===== config.mk =====
export PLATFORM = sky130hd
export DESIGN_NAME = lcdcp_queue
export DESIGN_NICKNAME = d
export VERILOG_FILES = /design/src/assert_macros.svh /design/src/lcdcp_pkg.sv /design/src/lcdcp_queue.sv
export SDC_FILE = /design/constraint.sdc
export NUM_CORES = 1
export LEC_CHECK = 0
export ABC_AREA = 1
export BUFFER_PORTS_ARGS = -buffer_cell sky130_fd_sc_hd__buf_2
export CAP_MARGIN = 20
export CORE_UTILIZATION = 35
export DETAILED_ROUTE_END_ITERATION = 10
export SYNTH_ARGS = -nofsm -noshare
export SYNTH_HDL_FRONTEND = slang
export SYNTH_SLANG_ARGS = --single-unit

===== constraint.sdc =====
create_clock -name i_clk -period 1.4 [get_ports i_clk]
set_input_delay 0.28 -clock i_clk [delete_from_list [all_inputs] [get_ports i_clk]]
set_output_delay 0.28 -clock i_clk [all_outputs]
set_load 0.1 [all_outputs]

===== src/assert_macros.svh =====
// Assertion helpers used by the top-level RTL file.
`ifndef ASSERT_MACROS_SVH
`define ASSERT_MACROS_SVH

`ifndef SYNTHESIS

`define ASSERT_IMPL(lbl, clk, rstn, ante, cons, msg) \
    lbl: assert property (@(posedge clk) disable iff (!(rstn)) (ante) |-> (cons)) \
        else $error(msg);

`define ASSERT_NEVER(lbl, clk, rstn, cond, msg) \
    lbl: assert property (@(posedge clk) disable iff (!(rstn)) !(cond)) \
        else $error(msg);

`else

`define ASSERT_IMPL(lbl, clk, rstn, ante, cons, msg)

`define ASSERT_NEVER(lbl, clk, rstn, cond, msg)

`endif

`endif


===== src/lcdcp_pkg.sv =====
`default_nettype none

package lcdcp_pkg;

    localparam int TEXT_COLUMNS    = 85;
    localparam int TEXT_ROWS       = 8;
    localparam int GRAPHIC_COLUMNS = 85;
    localparam int GRAPHIC_ROWS    = 64;
    localparam int GRAPHIC_BASE    = 8192;

    localparam int TEXT_SIZE = TEXT_COLUMNS * TEXT_ROWS;
    localparam int GFX_SIZE  = GRAPHIC_COLUMNS * GRAPHIC_ROWS;
    localparam int TEXT_AW   = (TEXT_SIZE > 1) ? $clog2(TEXT_SIZE) : 1;
    localparam int GFX_AW    = (GFX_SIZE > 1) ? $clog2(GFX_SIZE) : 1;
    localparam int CLR_SIZE  = (TEXT_SIZE > GFX_SIZE) ? TEXT_SIZE : GFX_SIZE;
    localparam int CLR_W     = (CLR_SIZE > 1) ? $clog2(CLR_SIZE) : 1;

    localparam int CURSOR_W   = 16;
    localparam int DATA_W     = 8;
    localparam int SIZE_W     = 3;
    localparam int ERR_W      = 2;
    localparam int IN_TDATA_W = 16;
    localparam int IN_TUSER_W = 2;
    localparam int OUT_TDATA_W = 16;

    localparam int QUEUE_DEPTH = 2;
    localparam int QUEUE_AW    = (QUEUE_DEPTH > 1) ? $clog2(QUEUE_DEPTH) : 1;

    localparam logic [SIZE_W-1:0] SIZE_BYTE = 3'd1;
    localparam logic              REG_DATA  = 1'b0;
    localparam logic              REG_CMD   = 1'b1;
    localparam logic              ACC_READ  = 1'b0;
    localparam logic              ACC_WRITE = 1'b1;

    localparam logic [DATA_W-1:0] TEXT_FILL = 8'h20;
    localparam logic [DATA_W-1:0] GFX_FILL  = 8'h00;

    localparam logic [DATA_W-1:0] CMD_MWRITE   = 8'h42;
    localparam logic [DATA_W-1:0] CMD_MREAD    = 8'h43;
    localparam logic [DATA_W-1:0] CMD_CURSOR   = 8'h46;
    localparam logic [DATA_W-1:0] CMD_RIGHT    = 8'h4C;
    localparam logic [DATA_W-1:0] CMD_UP       = 8'h4E;
    localparam logic [DATA_W-1:0] CMD_DOWN     = 8'h4F;
    localparam logic [DATA_W-1:0] CMD_DISP_OFF = 8'h58;
    localparam logic [DATA_W-1:0] CMD_DISP_ON  = 8'h59;

    typedef enum logic [3:0] {
        OP_BAD,
        OP_READ,
        OP_ARG,
        OP_MWRITE,
        OP_MREAD,
        OP_CURSOR,
        OP_RIGHT,
        OP_UP,
        OP_DOWN,
        OP_DISP_OFF,
        OP_DISP_ON,
        OP_OTHER
    } t_op;

    typedef enum logic [ERR_W-1:0] {
        ERR_OK     = 2'd0,
        ERR_ACCESS = 2'd1,
        ERR_CURSOR = 2'd2
    } t_err;

    typedef struct packed {
        t_op               op;
        logic [DATA_W-1:0] data;
    } t_qent;

    typedef struct packed {
        logic  valid;
        logic  full;
        t_qent head;
    } t_qstat;

endpackage

`default_nettype wire


===== src/lcdcp_queue.sv =====
`default_nettype none

module lcdcp_queue (
    input  logic              i_clk,
    input  logic              i_rst_n,
    input  logic              i_push,
    input  lcdcp_pkg::t_qent  i_entry,
    input  logic              i_pop,
    output lcdcp_pkg::t_qstat o_stat
);
    import lcdcp_pkg::*;

    t_qent               r_mem [QUEUE_DEPTH];
    logic [QUEUE_AW-1:0] r_wr_ptr;
    logic [QUEUE_AW-1:0] r_rd_ptr;
    logic [QUEUE_AW:0]   r_count;
    logic [QUEUE_AW-1:0] n_wr_ptr;
    logic [QUEUE_AW-1:0] n_rd_ptr;
    logic [QUEUE_AW:0]   n_count;

    always_comb begin
        n_wr_ptr = r_wr_ptr;
        n_rd_ptr = r_rd_ptr;
        n_count  = r_count;
        if (i_push) begin
            n_wr_ptr = (r_wr_ptr == QUEUE_AW'(QUEUE_DEPTH - 1)) ? '0 : r_wr_ptr + 1'b1;
        end
        if (i_pop) begin
            n_rd_ptr = (r_rd_ptr == QUEUE_AW'(QUEUE_DEPTH - 1)) ? '0 : r_rd_ptr + 1'b1;
        end
        if (i_push && !i_pop) begin
            n_count = r_count + 1'b1;
        end else if (i_pop && !i_push) begin
            n_count = r_count - 1'b1;
        end
    end

    always_ff @(posedge i_clk) begin
        if (!i_rst_n) begin
            r_wr_ptr <= '0;
            r_rd_ptr <= '0;
            r_count  <= '0;
        end else begin
            r_wr_ptr <= n_wr_ptr;
            r_rd_ptr <= n_rd_ptr;
            r_count  <= n_count;
        end
    end

    always_ff @(posedge i_clk) begin
        if (i_push) begin
            r_mem[r_wr_ptr] <= i_entry;
        end
    end

    assign o_stat.valid = (r_count != '0);
    assign o_stat.full  = (r_count == (QUEUE_AW + 1)'(QUEUE_DEPTH));
    assign o_stat.head  = r_mem[r_rd_ptr];

endmodule

`default_nettype wire


==> results.cfg <==
[floorplan]
die_y_um = 58.88
start_util_pct = 37.09
boundaryPins = 30
dieArea_um2 = 3467
die_w_um = 58.88
num_rows = 20
core-area_um2 = 3053

[placed_design]
io_buffers = 29
place_ws_ns = 0.07392
hpwlAfterDp_um = 1368
place_inst = 148
routabilityCongestion = 0.5993
dpl_cell_area_um2 = 1582

[yosys]
synth_area_per_cell_um2 = 15.73
synth_top_family_by_area = multiplexers
synth-xor-area-share_pct = 0
ys_seq_elements = 29
synth_area_leaders = edfxtp_1 (64%), mux2_4 (13%), dfxtp_1 (8.8%)
netlist_area_um2 = 1132
ys_seq_area_share_pct = 72.49
synthMuxAreaShare_pct = 15.25
synth_top_area_share_pct = 63.65
synth_fa_ha_area_share_pct = 1.105
synth-compound-area-share_pct = 0.8840
synth_cells = 72
ys_types = 13
yosysTopAreaCell = edfxtp_1
yosysWarnings = 0
syn_nets = 89
yosys.area_share.simple_pct = 6.630

[flow_run]
drv_cap = 0

[route]
via_count = 683
wl_um = 1830
drt_iter0_drc = 10
wl_per_cell_um = 11.73
ant_nets = 0
route.detailed.drc = 0
vias_per_cell = 4.378
firstDrtPassIters = 4

[sta]
fin_crit_ns = 1.599
tightest_slew_ns = 0.1697
hold_viol = 0
setup_viol = 12
holdWs_ns = 0.1470
fin_crit_sh_pct = 114.2
rsz0062_at_grt = true
finalWorstSetupSlack_ns = -0.1995
drv_slew = 0
slew_headroom_pct = 88.69
timing.fmax_mhz = 625.2
finalClockSkew_ns = 0.004092

[run_status]
status = complete, but fails checks
violations = setup timing

[critical_path]
worstSetupPathType = flop to primary output
arrival_ns = 1.32
cp_max_fo = 9
cp-end-kind = primary output
worstPathRequired_ns = 1.12
crit_path_start_kind = flop

[clock_network]
post_cts_buffers = 0
cts_max_level = 2
clockBufferDepth = 2
cts_root_buffer = clkbuf_4
clock_latency_ns = 0.31
path_clk_slew_ns = 0.09
cts_buffers = 5
cts_hold_buf = 0
cts_tree = yes
cts_sinks = 29

[cells_and_area]
diodes = 0
stdcell_count = 156
drive_gt1_share_pct = 50.89
final_area_um2 = 1687
syn2layout_area_growth_pct = 48.95
fin_util_pct = 55.25
layout.nets = 128

[grt]
grt_max_degree = 13
antenna_found_initial = 0
grt_pass1_vias = 704
grt_overflow = 0
grt_pass1_wl_um = 3042
grt.total_usage_pct = 12.84

[power_and_ir_drop]
peakVddDrop_uv = 739.6
p_per_area_nw_per_um2 = 1400
p_leak_nw = 0.7147

[min_path]
min_path_type = input port to flop
## worst max-delay path, stage by stage, from the launching register on
cell and delay, ns:
dfxtp_4 0.37, buf_12 0.14, mux2_4 0.32, buf_12 0.17
## metrics by stage
stage	TNS (ns)	total power, mW
final	-2.233	2.362
after global routing	-2.841	2.447
after CTS	-2.590	2.391
after detailed placement	0	1.687
after global placement	0	1.675
after floorplan	0	1.443
## final timing paths
| kind | from | to | slack, ns | cells past startpoint |
|---|---|---|---|---|
| max reg2reg | r_wr_ptr | r_mem[1][6] | 0.40 | 3 |
| min reg2reg | r_rd_ptr | flop | 0.50 | 2 |
| min | i_entry[7] | r_mem[1][7] | 0.15 | 1 |
| max | flop | o_stat[8] | -0.20 | 3 |
## Yosys cell counts
library cell	count
ha_1	1
o21ai_0	1
nand2_1	9
nand4_1	1
a21oi_1	1
inv_1	8
nor2_1	8
buf_6	1
edfxtp_1	24
mux2_4	10
mux2_2	2
nand3_1	1
dfxtp_1	5
## repair_timing
item / in CTS / in global routing
endpoints found under the hold margin: 0 / 0
endpoints found under the setup margin: 13 / 13
gates resized for setup: 5 / 3
## cell families (layout without fill, tap and decap cells)
group | Yosys count | count (layout)
compound gates | 2 | 2
fa+ha+maj | 1 | 1
buf+inv | 9 | 49
flops | 29 | 29
mux | 12 | 12
simple gates | 19 | 19
## sequential cells by signal, indices dropped and copies added (netlist names), named ones only
register / flops
r_count: 2
r_wr_ptr: 1
r_rd_ptr: 1
r_mem: 24
## per-layer routing
metal	vias to the layer above	global-route usage [%]	wire [um]
li1	330	-	-
met1	323	13.04	714
met2	24	21.43	939
met3	6	7.033	142
met4	0	6.122	33
met5	-	0	0
## power breakdown
| part | internal [mW] | switching [mW] | total (mW) |
|---|---|---|---|
| clock network | 0.426 | 0.264 | 0.690 |
| registers | 0.989 | 0.0203 | 1.01 |
| logic | 0.250 | 0.411 | 0.662 |
| total | 1.67 | 0.695 | 2.36 |
## layout make-up
class                   instances  area [um2]
clock buffers                   7       55.05
well taps                      44       55.05
repair buffers                 33       401.6
fillers                       271        1366
flip-flops and latches         29       827.0
multi-input cells              34       287.8
clock inverters                 1       30.03
inverters                       8       30.03
## cell usage in the layout, fill, tap and decap left out, types with 2 or more instances in the layout
cell,instances
edfxtp_1,24
nand2_1,8
mux2_4,12
dfxtp_1,2
clkbuf_4,5
buf_4,2
buf_2,15
buf_12,15
inv_1,8
nor2_1,7
dfxtp_2,2
Power figures use the tool's default switching activity.
