File: src/assert_macros.svh
// Assertion helpers used by the top-level RTL file.
`ifndef ASSERT_MACROS_SVH
`define ASSERT_MACROS_SVH

`ifndef SYNTHESIS

`define ASSERT_IMPL(lbl, clk, rstn, ante, cons, msg) \
    lbl: assert property (@(posedge clk) disable iff (!(rstn)) (ante) |-> (cons)) \
        else $error(msg);

`define ASSERT_NEVER(lbl, clk, rstn, cond, msg) \
    lbl: assert property (@(posedge clk) disable iff (!(rstn)) !(cond)) \
        else $error(msg);

`else

`define ASSERT_IMPL(lbl, clk, rstn, ante, cons, msg)

`define ASSERT_NEVER(lbl, clk, rstn, cond, msg)

`endif

`endif

File: src/lcdcp_pkg.sv
`default_nettype none

package lcdcp_pkg;

    localparam int TEXT_COLUMNS    = 85;
    localparam int TEXT_ROWS       = 8;
    localparam int GRAPHIC_COLUMNS = 85;
    localparam int GRAPHIC_ROWS    = 64;
    localparam int GRAPHIC_BASE    = 8192;

    localparam int TEXT_SIZE = TEXT_COLUMNS * TEXT_ROWS;
    localparam int GFX_SIZE  = GRAPHIC_COLUMNS * GRAPHIC_ROWS;
    localparam int TEXT_AW   = (TEXT_SIZE > 1) ? $clog2(TEXT_SIZE) : 1;
    localparam int GFX_AW    = (GFX_SIZE > 1) ? $clog2(GFX_SIZE) : 1;
    localparam int CLR_SIZE  = (TEXT_SIZE > GFX_SIZE) ? TEXT_SIZE : GFX_SIZE;
    localparam int CLR_W     = (CLR_SIZE > 1) ? $clog2(CLR_SIZE) : 1;

    localparam int CURSOR_W   = 16;
    localparam int DATA_W     = 8;
    localparam int SIZE_W     = 3;
    localparam int ERR_W      = 2;
    localparam int IN_TDATA_W = 16;
    localparam int IN_TUSER_W = 2;
    localparam int OUT_TDATA_W = 16;

    localparam int QUEUE_DEPTH = 2;
    localparam int QUEUE_AW    = (QUEUE_DEPTH > 1) ? $clog2(QUEUE_DEPTH) : 1;

    localparam logic [SIZE_W-1:0] SIZE_BYTE = 3'd1;
    localparam logic              REG_DATA  = 1'b0;
    localparam logic              REG_CMD   = 1'b1;
    localparam logic              ACC_READ  = 1'b0;
    localparam logic              ACC_WRITE = 1'b1;

    localparam logic [DATA_W-1:0] TEXT_FILL = 8'h20;
    localparam logic [DATA_W-1:0] GFX_FILL  = 8'h00;

    localparam logic [DATA_W-1:0] CMD_MWRITE   = 8'h42;
    localparam logic [DATA_W-1:0] CMD_MREAD    = 8'h43;
    localparam logic [DATA_W-1:0] CMD_CURSOR   = 8'h46;
    localparam logic [DATA_W-1:0] CMD_RIGHT    = 8'h4C;
    localparam logic [DATA_W-1:0] CMD_UP       = 8'h4E;
    localparam logic [DATA_W-1:0] CMD_DOWN     = 8'h4F;
    localparam logic [DATA_W-1:0] CMD_DISP_OFF = 8'h58;
    localparam logic [DATA_W-1:0] CMD_DISP_ON  = 8'h59;

    typedef enum logic [3:0] {
        OP_BAD,
        OP_READ,
        OP_ARG,
        OP_MWRITE,
        OP_MREAD,
        OP_CURSOR,
        OP_RIGHT,
        OP_UP,
        OP_DOWN,
        OP_DISP_OFF,
        OP_DISP_ON,
        OP_OTHER
    } t_op;

    typedef enum logic [ERR_W-1:0] {
        ERR_OK     = 2'd0,
        ERR_ACCESS = 2'd1,
        ERR_CURSOR = 2'd2
    } t_err;

    typedef struct packed {
        t_op               op;
        logic [DATA_W-1:0] data;
    } t_qent;

    typedef struct packed {
        logic  valid;
        logic  full;
        t_qent head;
    } t_qstat;

endpackage

`default_nettype wire

File: src/lcdcp_front.sv
`default_nettype none

module lcdcp_front (
    input  logic                                s_axis_tvalid,
    output logic                                s_axis_tready,
    // size_bytes [2:0], write_data [10:3], zero fill above
    input  logic [lcdcp_pkg::IN_TDATA_W-1:0]   s_axis_tdata,
    // command [0], reg_select [1]
    input  logic [lcdcp_pkg::IN_TUSER_W-1:0]   s_axis_tuser,
    input  logic                                i_q_full,
    input  logic                                i_clearing,
    output logic                                o_push,
    output lcdcp_pkg::t_qent                    o_entry
);
    import lcdcp_pkg::*;

    logic [SIZE_W-1:0] w_size;
    logic [DATA_W-1:0] w_data;
    logic              w_access;
    logic              w_reg;
    t_op               w_cmd_op;

    assign w_size   = s_axis_tdata[SIZE_W-1:0];
    assign w_data   = s_axis_tdata[SIZE_W +: DATA_W];
    assign w_access = s_axis_tuser[0];
    assign w_reg    = s_axis_tuser[1];

    always_comb begin
        unique case (w_data)
            CMD_MWRITE:   w_cmd_op = OP_MWRITE;
            CMD_MREAD:    w_cmd_op = OP_MREAD;
            CMD_CURSOR:   w_cmd_op = OP_CURSOR;
            CMD_RIGHT:    w_cmd_op = OP_RIGHT;
            CMD_UP:       w_cmd_op = OP_UP;
            CMD_DOWN:     w_cmd_op = OP_DOWN;
            CMD_DISP_OFF: w_cmd_op = OP_DISP_OFF;
            CMD_DISP_ON:  w_cmd_op = OP_DISP_ON;
            default:      w_cmd_op = OP_OTHER;
        endcase
    end

    always_comb begin
        o_entry.data = w_data;
        priority if (w_size != SIZE_BYTE) begin
            o_entry.op = OP_BAD;
        end else if (w_access == ACC_WRITE && w_reg == REG_DATA) begin
            o_entry.op = OP_ARG;
        end else if (w_access == ACC_WRITE) begin
            o_entry.op = w_cmd_op;
        end else if (w_reg != REG_CMD) begin
            o_entry.op = OP_BAD;
        end else begin
            o_entry.op = OP_READ;
        end
    end

    // No item is taken while the memories are being cleared after reset.
    assign s_axis_tready = !i_q_full && !i_clearing;
    assign o_push        = s_axis_tvalid && s_axis_tready;

endmodule

`default_nettype wire

File: config.mk
export PLATFORM = sky130hd
export DESIGN_NAME = lcdcp_front
export DESIGN_NICKNAME = d
export VERILOG_FILES = /design/src/assert_macros.svh /design/src/lcdcp_pkg.sv /design/src/lcdcp_front.sv
export SDC_FILE = /design/constraint.sdc
export NUM_CORES = 1
export LEC_CHECK = 0
export BUFFER_PORTS_ARGS = -buffer_cell sky130_fd_sc_hd__buf_2
export CORE_AREA = 5 5 42 44
export DETAILED_ROUTE_END_ITERATION = 8
export DIE_AREA = 0 0 47 49
export PLACE_DENSITY_LB_ADDON = 0.08
export SYNTH_ARGS = -nofsm -noshare
export SYNTH_HDL_FRONTEND = slang
export SYNTH_SLANG_ARGS = --single-unit
File: constraint.sdc
create_clock -name vclk -period 1
set_clock_uncertainty 0.05 [all_clocks]
set_input_delay 0.05 -clock vclk [all_inputs]
set_output_delay 0.05 -clock vclk [all_outputs]
set_load 0.02 [all_outputs]
==> run_summary.xml <==
<?xml version="1.0" encoding="UTF-8"?>
<metrics>
  <group name="outcome">
    <metric name="outcome" unit="">finished with violations</metric>
    <metric name="violations" unit="">negative setup slack</metric>
  </group>
  <group name="detailed_routing">
    <metric name="avgRoutedWirePerCell" unit="um">11.0</metric>
    <metric name="wl_met1" unit="um">390</metric>
    <metric name="drc" unit="">0</metric>
    <metric name="dr.pass1.iters" unit="">1</metric>
    <metric name="dr.first_iter.drc_count" unit="">0</metric>
    <metric name="wl_met2" unit="um">449</metric>
    <metric name="routed-wl-met3" unit="um">96</metric>
    <metric name="drt.antenna.violating_nets" unit="">0</metric>
    <metric name="detail_route.wirelength" unit="um">935</metric>
    <metric name="vias" unit="">400</metric>
    <metric name="highest_layer" unit="">met3</metric>
    <metric name="drt-vias-per-instance" unit="">4.71</metric>
  </group>
  <group name="placed_design">
    <metric name="dp.final_hpwl" unit="um">786</metric>
    <metric name="gp_congestion" unit="">0.702</metric>
    <metric name="dp.cells" unit="">84</metric>
    <metric name="placed_area" unit="um2">443</metric>
    <metric name="io_buffer_count" unit="">30</metric>
    <metric name="dpl_worst_slack" unit="ns">-0.240</metric>
  </group>
  <group name="synthesis">
    <metric name="synthesis.yosys.warnings" unit="">0</metric>
    <metric name="synth_area_per_inst" unit="um2">7.19</metric>
    <metric name="synth-xor-area-share" unit="">0.0304</metric>
    <metric name="synth_top_area_cell" unit="">sky130_fd_sc_hd__buf_4</metric>
    <metric name="syn_inst" unit="">40</metric>
    <metric name="synth.mux.area_fraction" unit="">0</metric>
    <metric name="post_synth_fa_ha_maj_area_fraction" unit="">0</metric>
    <metric name="number_of_distinct_standard_cells_referenced_by_the_synthesized_netlist" unit="">19</metric>
    <metric name="synth_sequential_area_ratio" unit="">0</metric>
    <metric name="syn-num-nets" unit="">61</metric>
    <metric name="synth-compound-area-share" unit="">0.209</metric>
    <metric name="synth_top_area_share" unit="">0.209</metric>
    <metric name="yosys.area_share.simple" unit="">0.513</metric>
    <metric name="post_synth_main_area_contributors" unit="">sky130_fd_sc_hd__buf_4, sky130_fd_sc_hd__and4bb_2, sky130_fd_sc_hd__nor3b_1, sky130_fd_sc_hd__o311a_1, sky130_fd_sc_hd__nor4b_1</metric>
    <metric name="synth_top_family_by_area" unit="">simple AND/OR/NAND/NOR gates</metric>
    <metric name="post_synth_instance_area" unit="um2">288</metric>
  </group>
  <group name="critical_path">
    <metric name="worst_ep_arrival_time" unit="ns">1.06</metric>
    <metric name="crit_path_max_fanout" unit="">9</metric>
    <metric name="timing.critical_path.required" unit="ns">0.90</metric>
    <metric name="cp-start-kind" unit="">primary input</metric>
    <metric name="critical_path_class" unit="">in -&gt; out</metric>
    <metric name="critPathCaptureType" unit="">primary output</metric>
  </group>
  <group name="timing">
    <metric name="grt_setup_unrepaired" unit="">true</metric>
    <metric name="slew_headroom" unit="">0.828</metric>
    <metric name="slew_viol_final" unit="">0</metric>
    <metric name="final.hold.worst_slack" unit="ns">0.296</metric>
    <metric name="timing.final.crit_share" unit="">1.16</metric>
    <metric name="final.min_clock_period" unit="ns">1.16</metric>
    <metric name="postLayoutSetupSlackWorst" unit="ns">-0.165</metric>
    <metric name="final_hold_violations" unit="">0</metric>
    <metric name="max_freq" unit="GHz">0.858</metric>
    <metric name="max_slew.worst_pin.slew" unit="ns">0.254</metric>
    <metric name="setup_viol_count_final" unit="">2</metric>
  </group>
  <group name="pwr">
    <metric name="leakage" unit="nW">0.250</metric>
    <metric name="vdd_ir_drop_max" unit="V">0.000155</metric>
    <metric name="power-per-cell-area" unit="nW/um2">396</metric>
  </group>
  <group name="layout">
    <metric name="fillers" unit="">152</metric>
    <metric name="layoutNonFillerInstCount" unit="">85</metric>
    <metric name="fin_area" unit="um2">527</metric>
    <metric name="flops_and_latches" unit="">0</metric>
    <metric name="fraction_of_layout_instances_using_a_drive_strength_above_1" unit="">0.652</metric>
    <metric name="regArea" unit="um2">0</metric>
    <metric name="clockBufferCount" unit="">0</metric>
    <metric name="p_r_area_growth_vs_syn" unit="%">83.0</metric>
    <metric name="finalNetCount" unit="">92</metric>
    <metric name="antenna_cells_inserted" unit="">0</metric>
  </group>
  <group name="floorplan">
    <metric name="die_width" unit="um">47</metric>
    <metric name="floorplan.die.height" unit="um">49</metric>
    <metric name="placementRows" unit="">14</metric>
    <metric name="top_level_ports" unit="">35</metric>
    <metric name="core" unit="um2">1400</metric>
    <metric name="initial_util" unit="">0.205</metric>
    <metric name="floorplan.die_area" unit="um2">2300</metric>
  </group>
  <group name="global_routing">
    <metric name="maximum_number_of_pins_on_one_net_before_global_route_repair" unit="">12</metric>
    <metric name="first_pass_grt_wire_length" unit="um">1550</metric>
    <metric name="global_route.usage.total" unit="">0.0814</metric>
    <metric name="antenna_violations_before_repair" unit="">0</metric>
    <metric name="overflow" unit="">0</metric>
    <metric name="vias_in_the_first_global_route" unit="">358</metric>
  </group>
  <group name="min_path">
    <metric name="min_delay_path_class" unit="">in -&gt; out</metric>
  </group>
  <group name="run">
    <metric name="max_cap_viol_count" unit="">0</metric>
  </group>
  <group name="cts">
    <metric name="post_cts_hold_buffer_count" unit="">0</metric>
  </group>
</metrics>
-- report_power, final --
group          total, W  switching [W]  internal [W]
clock network         0              0             0
registers             0              0             0
logic          0.000209       0.000101      0.000108
total          0.000209       0.000101      0.000108
-- area by class of cell --
| cell class | count | area [um2] | area share |
|---|---|---|---|
| Tap cell | 16 | 20.0 | 0.0380 |
| Multi-Input combinational cell | 31 | 244 | 0.463 |
| Timing Repair Buffer | 38 | 263 | 0.499 |
-- routing by layer --
metal | GRT usage | vias to the layer above
met4 | 0 | 0
met3 | 0.00369 | 0
met5 | 0 | -
met2 | 0.143 | 16
li1 | - | 204
met1 | 0.113 | 180
-- placed cells by master (no fill, tap or decap) --
cell type and count:
sky130_fd_sc_hd__o311a_1 2, sky130_fd_sc_hd__nand2_1 2, sky130_fd_sc_hd__buf_8 1, sky130_fd_sc_hd__xnor2_1 1
sky130_fd_sc_hd__or2b_1 1, sky130_fd_sc_hd__a211oi_2 1, sky130_fd_sc_hd__nand3_1 2, sky130_fd_sc_hd__buf_12 1
sky130_fd_sc_hd__o21ai_1 2, sky130_fd_sc_hd__nor4bb_1 1, sky130_fd_sc_hd__o21ai_2 1, sky130_fd_sc_hd__nor4_2 1
sky130_fd_sc_hd__a21oi_1 1, sky130_fd_sc_hd__buf_6 4, sky130_fd_sc_hd__and2_1 1, sky130_fd_sc_hd__nor2b_1 1
sky130_fd_sc_hd__buf_2 23, sky130_fd_sc_hd__nor4b_4 1, sky130_fd_sc_hd__nor4b_1 1, sky130_fd_sc_hd__and4bb_2 2
sky130_fd_sc_hd__and2b_1 1, sky130_fd_sc_hd__nor3b_1 3, sky130_fd_sc_hd__a211oi_1 1, sky130_fd_sc_hd__buf_4 9
sky130_fd_sc_hd__nor2_1 4, sky130_fd_sc_hd__a21oi_2 1
-- per-stage QoR --
stage / setup TNS [ns] / power (W) / utilization
finish: -0.311 / 0.000209 / 0.376
global placement: -0.777 / 0.000178 / 0.316
global route: -0.580 / 0.000228 / 0.376
floorplan: -0.0896 / 0.000109 / -
detailed placement: -0.809 / 0.000177 / 0.316
CTS: -0.396 / 0.000198 / 0.352
-- path summary, 6_finish.rpt --
kind                   startpoint  depth (start not counted)  slack, ns          to
setup / recovery  s_axis_tdata[3]                          6      -0.16  o_entry[9]
hold / removal    s_axis_tdata[5]                          2       0.30  o_entry[2]
-- cells by family (layout without fill, tap and decap cells) --
family / count (synthesis) / count (layout)
compound gates: 9 / 9
buf+inv: 9 / 38
xor+xnor: 1 / 1
simple gates: 21 / 21
-- worst max-delay path: stages --
cell	delay, ns
sky130_fd_sc_hd__buf_2	0.15
sky130_fd_sc_hd__nor4bb_1	0.13
sky130_fd_sc_hd__o21ai_1	0.14
sky130_fd_sc_hd__nand3_1	0.10
sky130_fd_sc_hd__o311a_1	0.33
sky130_fd_sc_hd__buf_2	0.16
-- Yosys cell counts --
master / n
sky130_fd_sc_hd__a211oi_1: 2
sky130_fd_sc_hd__a21oi_1: 2
sky130_fd_sc_hd__and2_1: 1
sky130_fd_sc_hd__and2b_1: 1
sky130_fd_sc_hd__and4bb_2: 2
sky130_fd_sc_hd__buf_4: 8
sky130_fd_sc_hd__buf_6: 1
sky130_fd_sc_hd__nand2_1: 2
sky130_fd_sc_hd__nand3_1: 2
sky130_fd_sc_hd__nor2_1: 4
sky130_fd_sc_hd__nor2b_1: 1
sky130_fd_sc_hd__nor3b_1: 3
sky130_fd_sc_hd__nor4_2: 1
sky130_fd_sc_hd__nor4b_1: 2
sky130_fd_sc_hd__nor4bb_1: 1
sky130_fd_sc_hd__o21ai_0: 3
sky130_fd_sc_hd__o311a_1: 2
sky130_fd_sc_hd__or2b_1: 1
sky130_fd_sc_hd__xnor2_1: 1
-- what timing repair did --
| action | CTS | global route |
|---|---|---|
| endpoints found under the setup margin | 4 | 4 |
| cloned | 0 | 0 |
| gates resized for setup | 15 | 7 |
| setup buffers | 0 | 1 |
| pin swaps | 3 | 5 |
Note: power is estimated with default switching activity, not from simulation.
